[config.mk]
export PLATFORM = sky130hd
export DESIGN_NAME = xcfc_back
export DESIGN_NICKNAME = d
export VERILOG_FILES = /design/src/xcfc_pkg.sv /design/src/xcfc_fifo.sv /design/src/xcfc_back.sv
export SDC_FILE = /design/constraint.sdc
export NUM_CORES = 1
export LEC_CHECK = 0
export BUFFER_PORTS_ARGS = -buffer_cell sky130_fd_sc_hd__buf_2
export CORE_MARGIN = 2
export CORE_UTILIZATION = 62
export CTS_CLUSTER_SIZE = 28
export DETAILED_ROUTE_END_ITERATION = 6
export GPL_TIMING_DRIVEN = 0
export PLACE_DENSITY_LB_ADDON = 0.1
export SETUP_SLACK_MARGIN = 0.5
export SLEW_MARGIN = 20
export SYNTH_ARGS = -nofsm -noshare
export SYNTH_HDL_FRONTEND = slang
export SYNTH_SLANG_ARGS = --single-unit
[constraint.sdc]
create_clock -name clk -period 5.5 [get_ports clk]
set_input_delay 0.275 -clock clk [delete_from_list [all_inputs] [get_ports clk]]
set_output_delay 0.275 -clock clk [all_outputs]
set_load 0.005 [all_outputs]
[src/xcfc_pkg.sv]
// Shared types and constants for the XOR checksum frame checker.
// No dependencies; imported by the front end, the back end and the top module, not by xcfc_fifo.
`timescale 1ns / 1ps

package xcfc_pkg;

    // Framing characters
    localparam logic [7:0] CHAR_HASH = 8'h23;
    localparam logic [7:0] CHAR_STAR = 8'h2A;

    // Status codes reported on the last byte of a line
    localparam logic [1:0] ST_OK       = 2'd0;
    localparam logic [1:0] ST_NO_HASH  = 2'd1;
    localparam logic [1:0] ST_MISSING  = 2'd2;
    localparam logic [1:0] ST_MISMATCH = 2'd3;

    // Classified input item, as queued between front and back
    typedef struct packed {
        logic [7:0] data;
        logic       last;
        logic       is_hash;
        logic       is_star;
    } xcfc_item_t;

    // One result item
    typedef struct packed {
        logic       body_valid;
        logic [7:0] body_byte;
        logic       frame_done;
        logic [1:0] status;
        logic [7:0] checksum;
    } xcfc_result_t;

    // Line parser phases, one-hot
    typedef enum logic [5:0] {
        PH_HASH     = 6'b000001,
        PH_BODY     = 6'b000010,
        PH_HEX      = 6'b000100,
        PH_TAIL_OK  = 6'b001000,
        PH_TAIL_BAD = 6'b010000,
        PH_SKIP     = 6'b100000
    } xcfc_phase_t;

    // Uppercase ASCII hex digit of a nibble
    function automatic logic [7:0] hex_digit(input logic [3:0] nibble);
        logic [7:0] wide;
        wide = {4'h0, nibble};
        if (nibble < 4'd10)
            hex_digit = 8'h30 + wide;
        else
            hex_digit = 8'h37 + wide;
    endfunction

endpackage

[src/xcfc_fifo.sv]
// Small register-based FIFO used for the item and result queues.
// No package dependencies; DEPTH must be a power of two, at least 2.
`timescale 1ns / 1ps

module xcfc_fifo #(
    parameter int WIDTH = 8,
    parameter int DEPTH = 2
) (
    input  logic             clk,
    input  logic             rst_n,
    input  logic             push,
    input  logic [WIDTH-1:0] wdata,
    output logic             full,
    input  logic             pop,
    output logic [WIDTH-1:0] rdata,
    output logic             empty
);

    localparam int AW = $clog2(DEPTH);

    logic [WIDTH-1:0] mem_reg [DEPTH];
    logic [AW:0]      wr_ptr_reg, wr_ptr_next;
    logic [AW:0]      rd_ptr_reg, rd_ptr_next;
    logic             do_push;
    logic             do_pop;

    assign empty = (wr_ptr_reg == rd_ptr_reg);
    assign full  = (wr_ptr_reg[AW] != rd_ptr_reg[AW]) &&
                   (wr_ptr_reg[AW-1:0] == rd_ptr_reg[AW-1:0]);
    assign do_push = push && !full;
    assign do_pop  = pop && !empty;
    assign rdata   = mem_reg[rd_ptr_reg[AW-1:0]];

    // Advance pointers on accepted transfers
    always_comb
    begin
        wr_ptr_next = wr_ptr_reg + (AW+1)'(do_push);
        rd_ptr_next = rd_ptr_reg + (AW+1)'(do_pop);
    end

    always_ff @(posedge clk or negedge rst_n)
    begin
        if (!rst_n)
        begin
            wr_ptr_reg <= '0;
            rd_ptr_reg <= '0;
        end
        else
        begin
            wr_ptr_reg <= wr_ptr_next;
            rd_ptr_reg <= rd_ptr_next;
        end
    end

    // Store the pushed item
    always_ff @(posedge clk)
    begin
        if (do_push)
            mem_reg[wr_ptr_reg[AW-1:0]] <= wdata;
    end

endmodule

[src/xcfc_back.sv]
// Back end: runs the line parser and checksum compare, queues one result per item.
// Depends on xcfc_pkg and xcfc_fifo.
`timescale 1ns / 1ps

module xcfc_back
    import xcfc_pkg::*;
#(
    parameter int DEPTH = 2
) (
    input  logic         clk,
    input  logic         rst_n,
    input  logic         checksum_required,
    input  xcfc_item_t   item,
    input  logic         item_empty,
    output logic         item_pop,
    input  logic         res_pop,
    output xcfc_result_t result,
    output logic         res_empty
);

    xcfc_phase_t  phase_reg, phase_next;
    logic [7:0]   xor_reg, xor_next;
    logic [7:0]   first_hex_reg, first_hex_next;
    logic         hex_one_reg, hex_one_next;
    logic         res_full;
    logic         step;
    logic         hex_match;
    xcfc_result_t res_new;

    // Take an item whenever there is room for its result
    assign step     = !item_empty && !res_full;
    assign item_pop = step;

    assign hex_match = (first_hex_reg == hex_digit(xor_reg[7:4])) &&
                       (item.data == hex_digit(xor_reg[3:0]));

    // Parser step for the item at the head of the queue
    always_comb
    begin
        phase_next          = phase_reg;
        xor_next            = xor_reg;
        first_hex_next      = first_hex_reg;
        hex_one_next        = hex_one_reg;
        res_new.body_valid  = 1'b0;
        res_new.body_byte   = 8'h00;
        res_new.frame_done  = item.last;
        res_new.status      = ST_OK;

        unique case (phase_reg) inside
            PH_HASH:
            begin
                if (item.is_hash)
                    phase_next = PH_BODY;
                else
                    phase_next = PH_SKIP;
            end
            PH_BODY:
            begin
                if (item.is_star)
                begin
                    phase_next   = PH_HEX;
                    hex_one_next = 1'b0;
                end
                else
                begin
                    res_new.body_valid = 1'b1;
                    res_new.body_byte  = item.data;
                    xor_next           = xor_reg ^ item.data;
                end
            end
            PH_HEX:
            begin
                if (!hex_one_reg)
                begin
                    first_hex_next = item.data;
                    hex_one_next   = 1'b1;
                end
                else if (hex_match)
                    phase_next = PH_TAIL_OK;
                else
                    phase_next = PH_TAIL_BAD;
            end
            PH_TAIL_OK, PH_TAIL_BAD, PH_SKIP:
            begin
                phase_next = phase_reg;
            end
            default:
            begin
                phase_next = phase_reg;
            end
        endcase

        res_new.checksum = xor_next;

        // Report status and clear for the next line
        if (item.last)
        begin
            if (phase_next == PH_SKIP)
                res_new.status = ST_NO_HASH;
            else if (phase_next == PH_BODY)
                res_new.status = checksum_required ? ST_MISSING : ST_OK;
            else if (phase_next == PH_TAIL_OK)
                res_new.status = ST_OK;
            else
                res_new.status = ST_MISMATCH;

            phase_next     = PH_HASH;
            xor_next       = 8'h00;
            first_hex_next = 8'h00;
            hex_one_next   = 1'b0;
        end
    end

    always_ff @(posedge clk or negedge rst_n)
    begin
        if (!rst_n)
        begin
            phase_reg     <= PH_HASH;
            xor_reg       <= 8'h00;
            first_hex_reg <= 8'h00;
            hex_one_reg   <= 1'b0;
        end
        else if (step)
        begin
            phase_reg     <= phase_next;
            xor_reg       <= xor_next;
            first_hex_reg <= first_hex_next;
            hex_one_reg   <= hex_one_next;
        end
    end

    // Hold results until the consumer takes them
    xcfc_fifo #(
        .WIDTH($bits(xcfc_result_t)),
        .DEPTH(DEPTH)
    ) u_result_q (
        .clk   (clk),
        .rst_n (rst_n),
        .push  (step),
        .wdata (res_new),
        .full  (res_full),
        .pop   (res_pop),
        .rdata (result),
        .empty (res_empty)
    );

endmodule

After elaboration in Yosys (flattened, before gate mapping)

Memory sizes are Yosys's and may differ from the RTL's.
Index checks and enable logic that the tools add are counted.

Muxes and demuxes: 26
Reduce and logical (&&, ||, !) cells: 12
Bitwise operators: 1
Add/sub/neg operators: 6
Eq/ne operators: 13
Magnitude comparators: 2

Operators with widths:

| kind                  | count |
|---|---|
| $mux W8               | 6 |
| $add A6 B4 Y7 const A | 4 |
| $mux W6               | 4 |
| $mux W9               | 2 |
| $pmux W6 S3           | 1 |
| $eq A8 B8 Y1          | 2 |
| $mux W7               | 2 |
| $eq A6 B2 Y1 const B  | 2 |
| $mux W2               | 5 |
| $lt A4 B4 Y1 const B  | 2 |
| $xor A8 B8 Y8         | 1 |
| $eq A6 B1 Y1 const B  | 1 |
| $eq A6 B3 Y1 const B  | 1 |
| $eq A6 B4 Y1 const B  | 1 |
| $eq A6 B6 Y1 const B  | 1 |
| $reduce_and A3 Y1     | 2 |
| $logic_and A1 B1 Y1   | 5 |
| $mux W5               | 1 |
| $add A2 B1 Y2         | 2 |
| $mux W1               | 4 |
| $logic_not A1 Y1      | 3 |
| $ne A3 B3 Y1 const B  | 1 |
| $reduce_bool A3 Y1    | 1 |
| $eq A2 B2 Y1          | 1 |
| other kinds (5)       | 5 |

Bits in registers: 27
RAM bits: 40
Word-level logic and storage cells: 67
Bits of input ports: 16
Output and inout bits: 22
Memories: 1

Memory list:

| memory             | depth | width | read ports | clocked after memory_dff | wr ports | line            | source |
|---|---|---|---|---|---|---|---|
| u_result_q.mem_reg | 2     | 20    | 1          | 0                        | 1        | xcfc_fifo.sv:21 | `logic [WIDTH-1:0] mem_reg [DEPTH];` |

Logic depth before layout (Yosys ltp)

Depth after elaboration: 12
Depth in mapped cells: 10
Depth with buffers taken out: 9

Cells and area by module

Synthesis repeated with hierarchy kept, for this count alone.

Cells, all modules: 293
Area total of the unflattened synthesis: 3407.0 µm²

By module, submodules not included:

| module    | area an instance (µm²) | instances | cells each |
|---|---|---|---|
| xcfc_back | 1730.4                 | 1         | 212 |
| xcfc_fifo | 1676.6                 | 1         | 81 |

Worst setup path after synthesis

No wires, ideal clock.

Path kind: flip-flop to flip-flop
From: register u_result_q.rd_ptr_reg[0]
To: memory u_result_q.mem_reg[1][0] in the netlist's numbering (enable)
Arrival time: 1826 ps
Library setup time: 380 ps
Setup slack: 3295 ps
Period minus slack after synthesis: 2205 ps
Stages on the path, launching flop included: 6
Path buffers: 1
Cell sequence: dfrtp_1 xnor2_1 a21o_1 inv_2 clkbuf_1 ha_1

Longest elaborated chain between the ends: 7

Ends and longest elaborated chain:

| element                       | line            | source |
|---|---|---|
| from (decl)                   | xcfc_fifo.sv:23 | `logic [AW:0] rd_ptr_reg, rd_ptr_next;` |
| from (signal assigned)        | xcfc_fifo.sv:51 | `rd_ptr_reg <= rd_ptr_next;` |
| $eq A1 B1 Y1                  | xcfc_fifo.sv:29 | `(wr_ptr_reg[AW-1:0] == rd_ptr_reg[AW-1:0]);` |
| $logic_and A1 B1 Y1           | xcfc_fifo.sv:28 | `assign full = (wr_ptr_reg[AW] != rd_ptr_reg[AW]) &&` |
| $logic_not A1 Y1              | xcfc_back.sv:31 | `assign step = !item_empty && !res_full;` |
| $logic_and A1 B1 Y1           | xcfc_back.sv:31 |  |
| via item_pop                  | xcfc_back.sv:15 | `output logic item_pop,` |
| $logic_and A1 B1 Y1           | xcfc_fifo.sv:30 | `assign do_push = push && !full;` |
| $mux W1                       | xcfc_fifo.sv:58 | `if (do_push)` |
| $mux W1 (not written as such) | xcfc_fifo.sv:59 | `mem_reg[wr_ptr_reg[AW-1:0]] <= wdata;` |
| to (decl)                     | xcfc_fifo.sv:21 |  |

The timed path passes the listed nets, and every way through them passes these cells.

Worst setup path after layout

From: register u_result_q.rd_ptr_reg[0]
To: memory u_result_q.mem_reg[1][19] in the netlist's numbering (enable)

Longest elaborated chain between the ends: 7

Ends and longest elaborated chain:

| element                         | line |
|---|---|
| $eq A1 B1 Y1 *                  | xcfc_fifo.sv:29 |
| $logic_and A1 B1 Y1 *           | xcfc_fifo.sv:28 |
| $logic_not A1 Y1 *              | xcfc_fifo.sv:30, xcfc_back.sv:31 |
| $logic_and A1 B1 Y1             | xcfc_back.sv:31 |
| $logic_and A1 B1 Y1 *           | xcfc_fifo.sv:30 |
| $mux W1 *                       | xcfc_fifo.sv:58 |
| $mux W1 (not written as such) * | xcfc_fifo.sv:59 |

Every way passes the cells marked *; elsewhere a longest branch is shown, timed or not.

==> run_results.csv <==
group,metric,value,unit
clock_tree,ctsHtreeMaxLevel,3,
placement,place_congestion,0.872,
yosys,syn_inst,277,
grt,track_usage,0.253,
clock_tree,cts-root-buf,"clkbuf_8",
layout,fin_nets,347,
clock_tree,postCtsSetupBuffers,0,
sta,max_freq,341,MHz
clock_tree,cts_tree,"built",
yosys,synth-seq-cells,67,
sta,clock_skew,9.50,ps
die,die_area,5960,µm²
layout,syn_to_final_growth,14.2,%
clock_tree,numCtsBuffers,9,
grt,grt_overflow,0,
yosys,yosysWarnings,0,
critical_path,rr_worst_depth,5,
power,power_density,474,nW/µm²
grt,grt_pass1_wl,11300,µm
sta,worstMarginPinSlew,1050,ps
yosys,yosysMostFrequentCell,"edfxtp_1",
die,row_count,26,
critical_path,worstSetupPathType,"flop to flop",
sta,period_share,0.532,
critical_path,worst-path-max-fanout,21,
yosys,syn_area,3320,µm²
clock_tree,clk_pin_slew,70,ps
route,dr.pass1.iters,4,
layout,drive_above_1_share,0.287,
yosys,synth_area_leaders,"edfxtp_1, dfrtp_1, mux2_2, xnor2_1, nand2_1",
route,ant_nets,0,
clock_tree,cts_num_sinks,67,
min_path,holdPathEnd,"first_hex_reg[7]",
die,die_x,77.2,µm
min_path,hp-class,"input pin to flop",
route,drt_iter0_markers,139,
status,status,"finished, final reports clean",
die,initial_core_util,0.647,
critical_path,end_kind,"flop",
power,power_leakage,1.56,nW
run,drv_cap,0,
yosys,async_reset_ff_frac,0.403,
yosys,ys_top_cells_by_count,"edfxtp_1, dfrtp_1, nand2_1, mux2_2, o21ai_0",
placement,dp_hpwl,4500,µm
sta,fin_tns_setup,0,ps
route,via_count,2321,
min_path,hp-start,"item[10]",
yosys,yosysSeqAreaShare,0.565,
grt,antenna_found_initial,0,
layout,post-route-util,0.739,
layout,fill_cells,390,
placement,numPortBuffers,37,
die,io_pins,38,
layout,largest_reg_flops,40,
yosys,postSynthAreaPerCell,12.0,µm²
critical_path,crit_arrival,2890,ps
critical_path,required,5460,ps
grt,grt_max_degree,28,
yosys,synth_cell_types,54,
sta,period_needed,2930,ps
power,vdd_ir_drop_max,394,µV
layout,n_antenna_cell,0,
yosys,ys.flop_type,"edfxtp_1",
sta,maxSlewViolCount,0,
route,vias_per_cell,5.79,
critical_path,r2r_start,"u_result_q.rd_ptr_reg[0]",
grt,grt_pass1_vias,2269,
clock_tree,clk-insertion-delay-late,340,ps
critical_path,worstSetupStartpointType,"flop",
sta,finalHoldViolations,0,
critical_path,reg2reg_to,"u_result_q.mem_reg[1][19]",
yosys,synth.top_cell.area_share,0.361,
clock_tree,clockBufferDepth,2,
sta,setup_violations,0,
route,wl,6850,µm
min_path,hold_depth,2,
die,coreArea,5140,µm²
sta,rsz0062_at_grt,"no",
yosys,synth_largest_area_cell,"edfxtp_1",
yosys,synthesis.nets,298,
route,drc,0,
die,fp.dieH,77.2,µm
sta,relSlewSlack,0.297,
route,wl_per_cell,17.1,µm
yosys,synth-edff-count,40,
critical_path,rrSetupSlack,2570,ps
layout make-up:
type,instances,area (µm²),area share
well taps,70,87.6,0.0231
plain buffers,13,72.6,0.0191
repair buffers,38,195,0.0514
clock inverters,3,38.8,0.0102
inverters,18,67.6,0.0178
multi-input cells,179,1310,0.345
clock buffers,13,149,0.0392
flip-flops and latches,67,1880,0.495
stage by stage:
stage / cell area (µm²) / hold WS [ps] / worst slack [ps] / total power [mW] / std cells
after floorplan: 3320 / -20.6 / 3290 / 1.19 / 277
after global placement: 3600 / 330 / 2640 / 1.38 / 384
after detailed placement: 3600 / 331 / 2570 / 1.41 / 384
after CTS: 3790 / 185 / 2550 / 1.81 / 401
after global routing: 3800 / 216 / 2380 / 1.91 / 401
final: 3800 / 192 / 2570 / 1.80 / 401
cells by family (layout without fill, tap and decap cells):
group                    count (synthesis)  count (layout)  synth area share
AND/OR/NAND/NOR                         69              69             0.116
flip-flops                              67              67             0.565
AO/OA/AOI/OAI                           66              66             0.140
buffers and inverters                   31              85            0.0422
multiplexers                            22              22            0.0738
XOR/XNOR                                17              17            0.0448
adder cells (fa/ha/maj)                  5               5            0.0188
power by group:
group | internal (mW) | switching (mW)
Combinational | 0.275 | 0.363
Sequential | 0.705 | 0.0630
Clock | 0.220 | 0.176
Total | 1.20 | 0.602
metal layers:
layer,vias up,track usage,wire [µm],part of all wire
met3,13,0.0412,324,0.047
met4,0,0.123,106,0.015
li1,1120,-,-,-
met2,73,0.410,3330,0.49
met1,1115,0.333,3090,0.45
met5,-,0,0,0
cells in the final DEF (no fill, tap or decap), types with 2 or more instances in the layout:
| cell type | netlist | routed |
|---|---|---|
| xnor2_1 | 12 | 12 |
| nand2_1 | 24 | 24 |
| buf_2 | 4 | 41 |
| nor3_1 | 5 | 5 |
| o31ai_1 | 8 | 8 |
| and4b_1 | 2 | 2 |
| o21ai_0 | 14 | 14 |
| o21ai_1 | 7 | 7 |
| dfrtp_1 | 26 | 26 |
| ha_1 | 5 | 4 |
| inv_2 | 9 | 9 |
| clkbuf_8 | 0 | 10 |
| nor2b_1 | 7 | 7 |
| xor2_1 | 5 | 5 |
| nor2_1 | 11 | 11 |
| and3_1 | 2 | 2 |
| a21oi_1 | 9 | 9 |
| buf_4 | 3 | 3 |
| mux2i_1 | 2 | 2 |
| inv_1 | 9 | 9 |
| o21a_1 | 2 | 2 |
| edfxtp_1 | 40 | 40 |
| a21o_1 | 2 | 2 |
| mux2_2 | 20 | 20 |
| o211ai_1 | 2 | 2 |
| buf_1 | 2 | 2 |
| clkbuf_1 | 3 | 6 |
| a22o_1 | 9 | 9 |
| nor4_1 | 2 | 2 |
| a31oi_1 | 3 | 3 |
| nand3_1 | 2 | 2 |
| nor3b_1 | 3 | 3 |
worst max path at each step:
stage / start / to / slack (ps)
after global routing: u_result_q.rd_ptr_reg[0] / u_result_q.mem_reg[1][11] / 2380
after CTS: u_result_q.rd_ptr_reg[0] / u_result_q.mem_reg[1][13] / 2550
after floorplan: u_result_q.rd_ptr_reg[0] / u_result_q.mem_reg[1][0] / 3290
after global placement: u_result_q.rd_ptr_reg[0] / u_result_q.mem_reg[1][19] / 2640
after detailed placement: u_result_q.rd_ptr_reg[0] / u_result_q.mem_reg[1][3] / 2570
final: u_result_q.rd_ptr_reg[0] / u_result_q.mem_reg[1][19] / 2570
critical path, cell delays in order (launching register included):
cell and delay [ps]:
dfrtp_1 420, xnor2_1 160, a21o_1 290, inv_2 140, clkbuf_1 540, ha_1 970
what timing repair did:
action                     4_1_cts  5_1_grt
hold endpoints to repair        26        0
gates resized for setup          0        0
hold buffers                     1        0
setup endpoints to repair        0        0
Power figures use the tool's default switching activity.
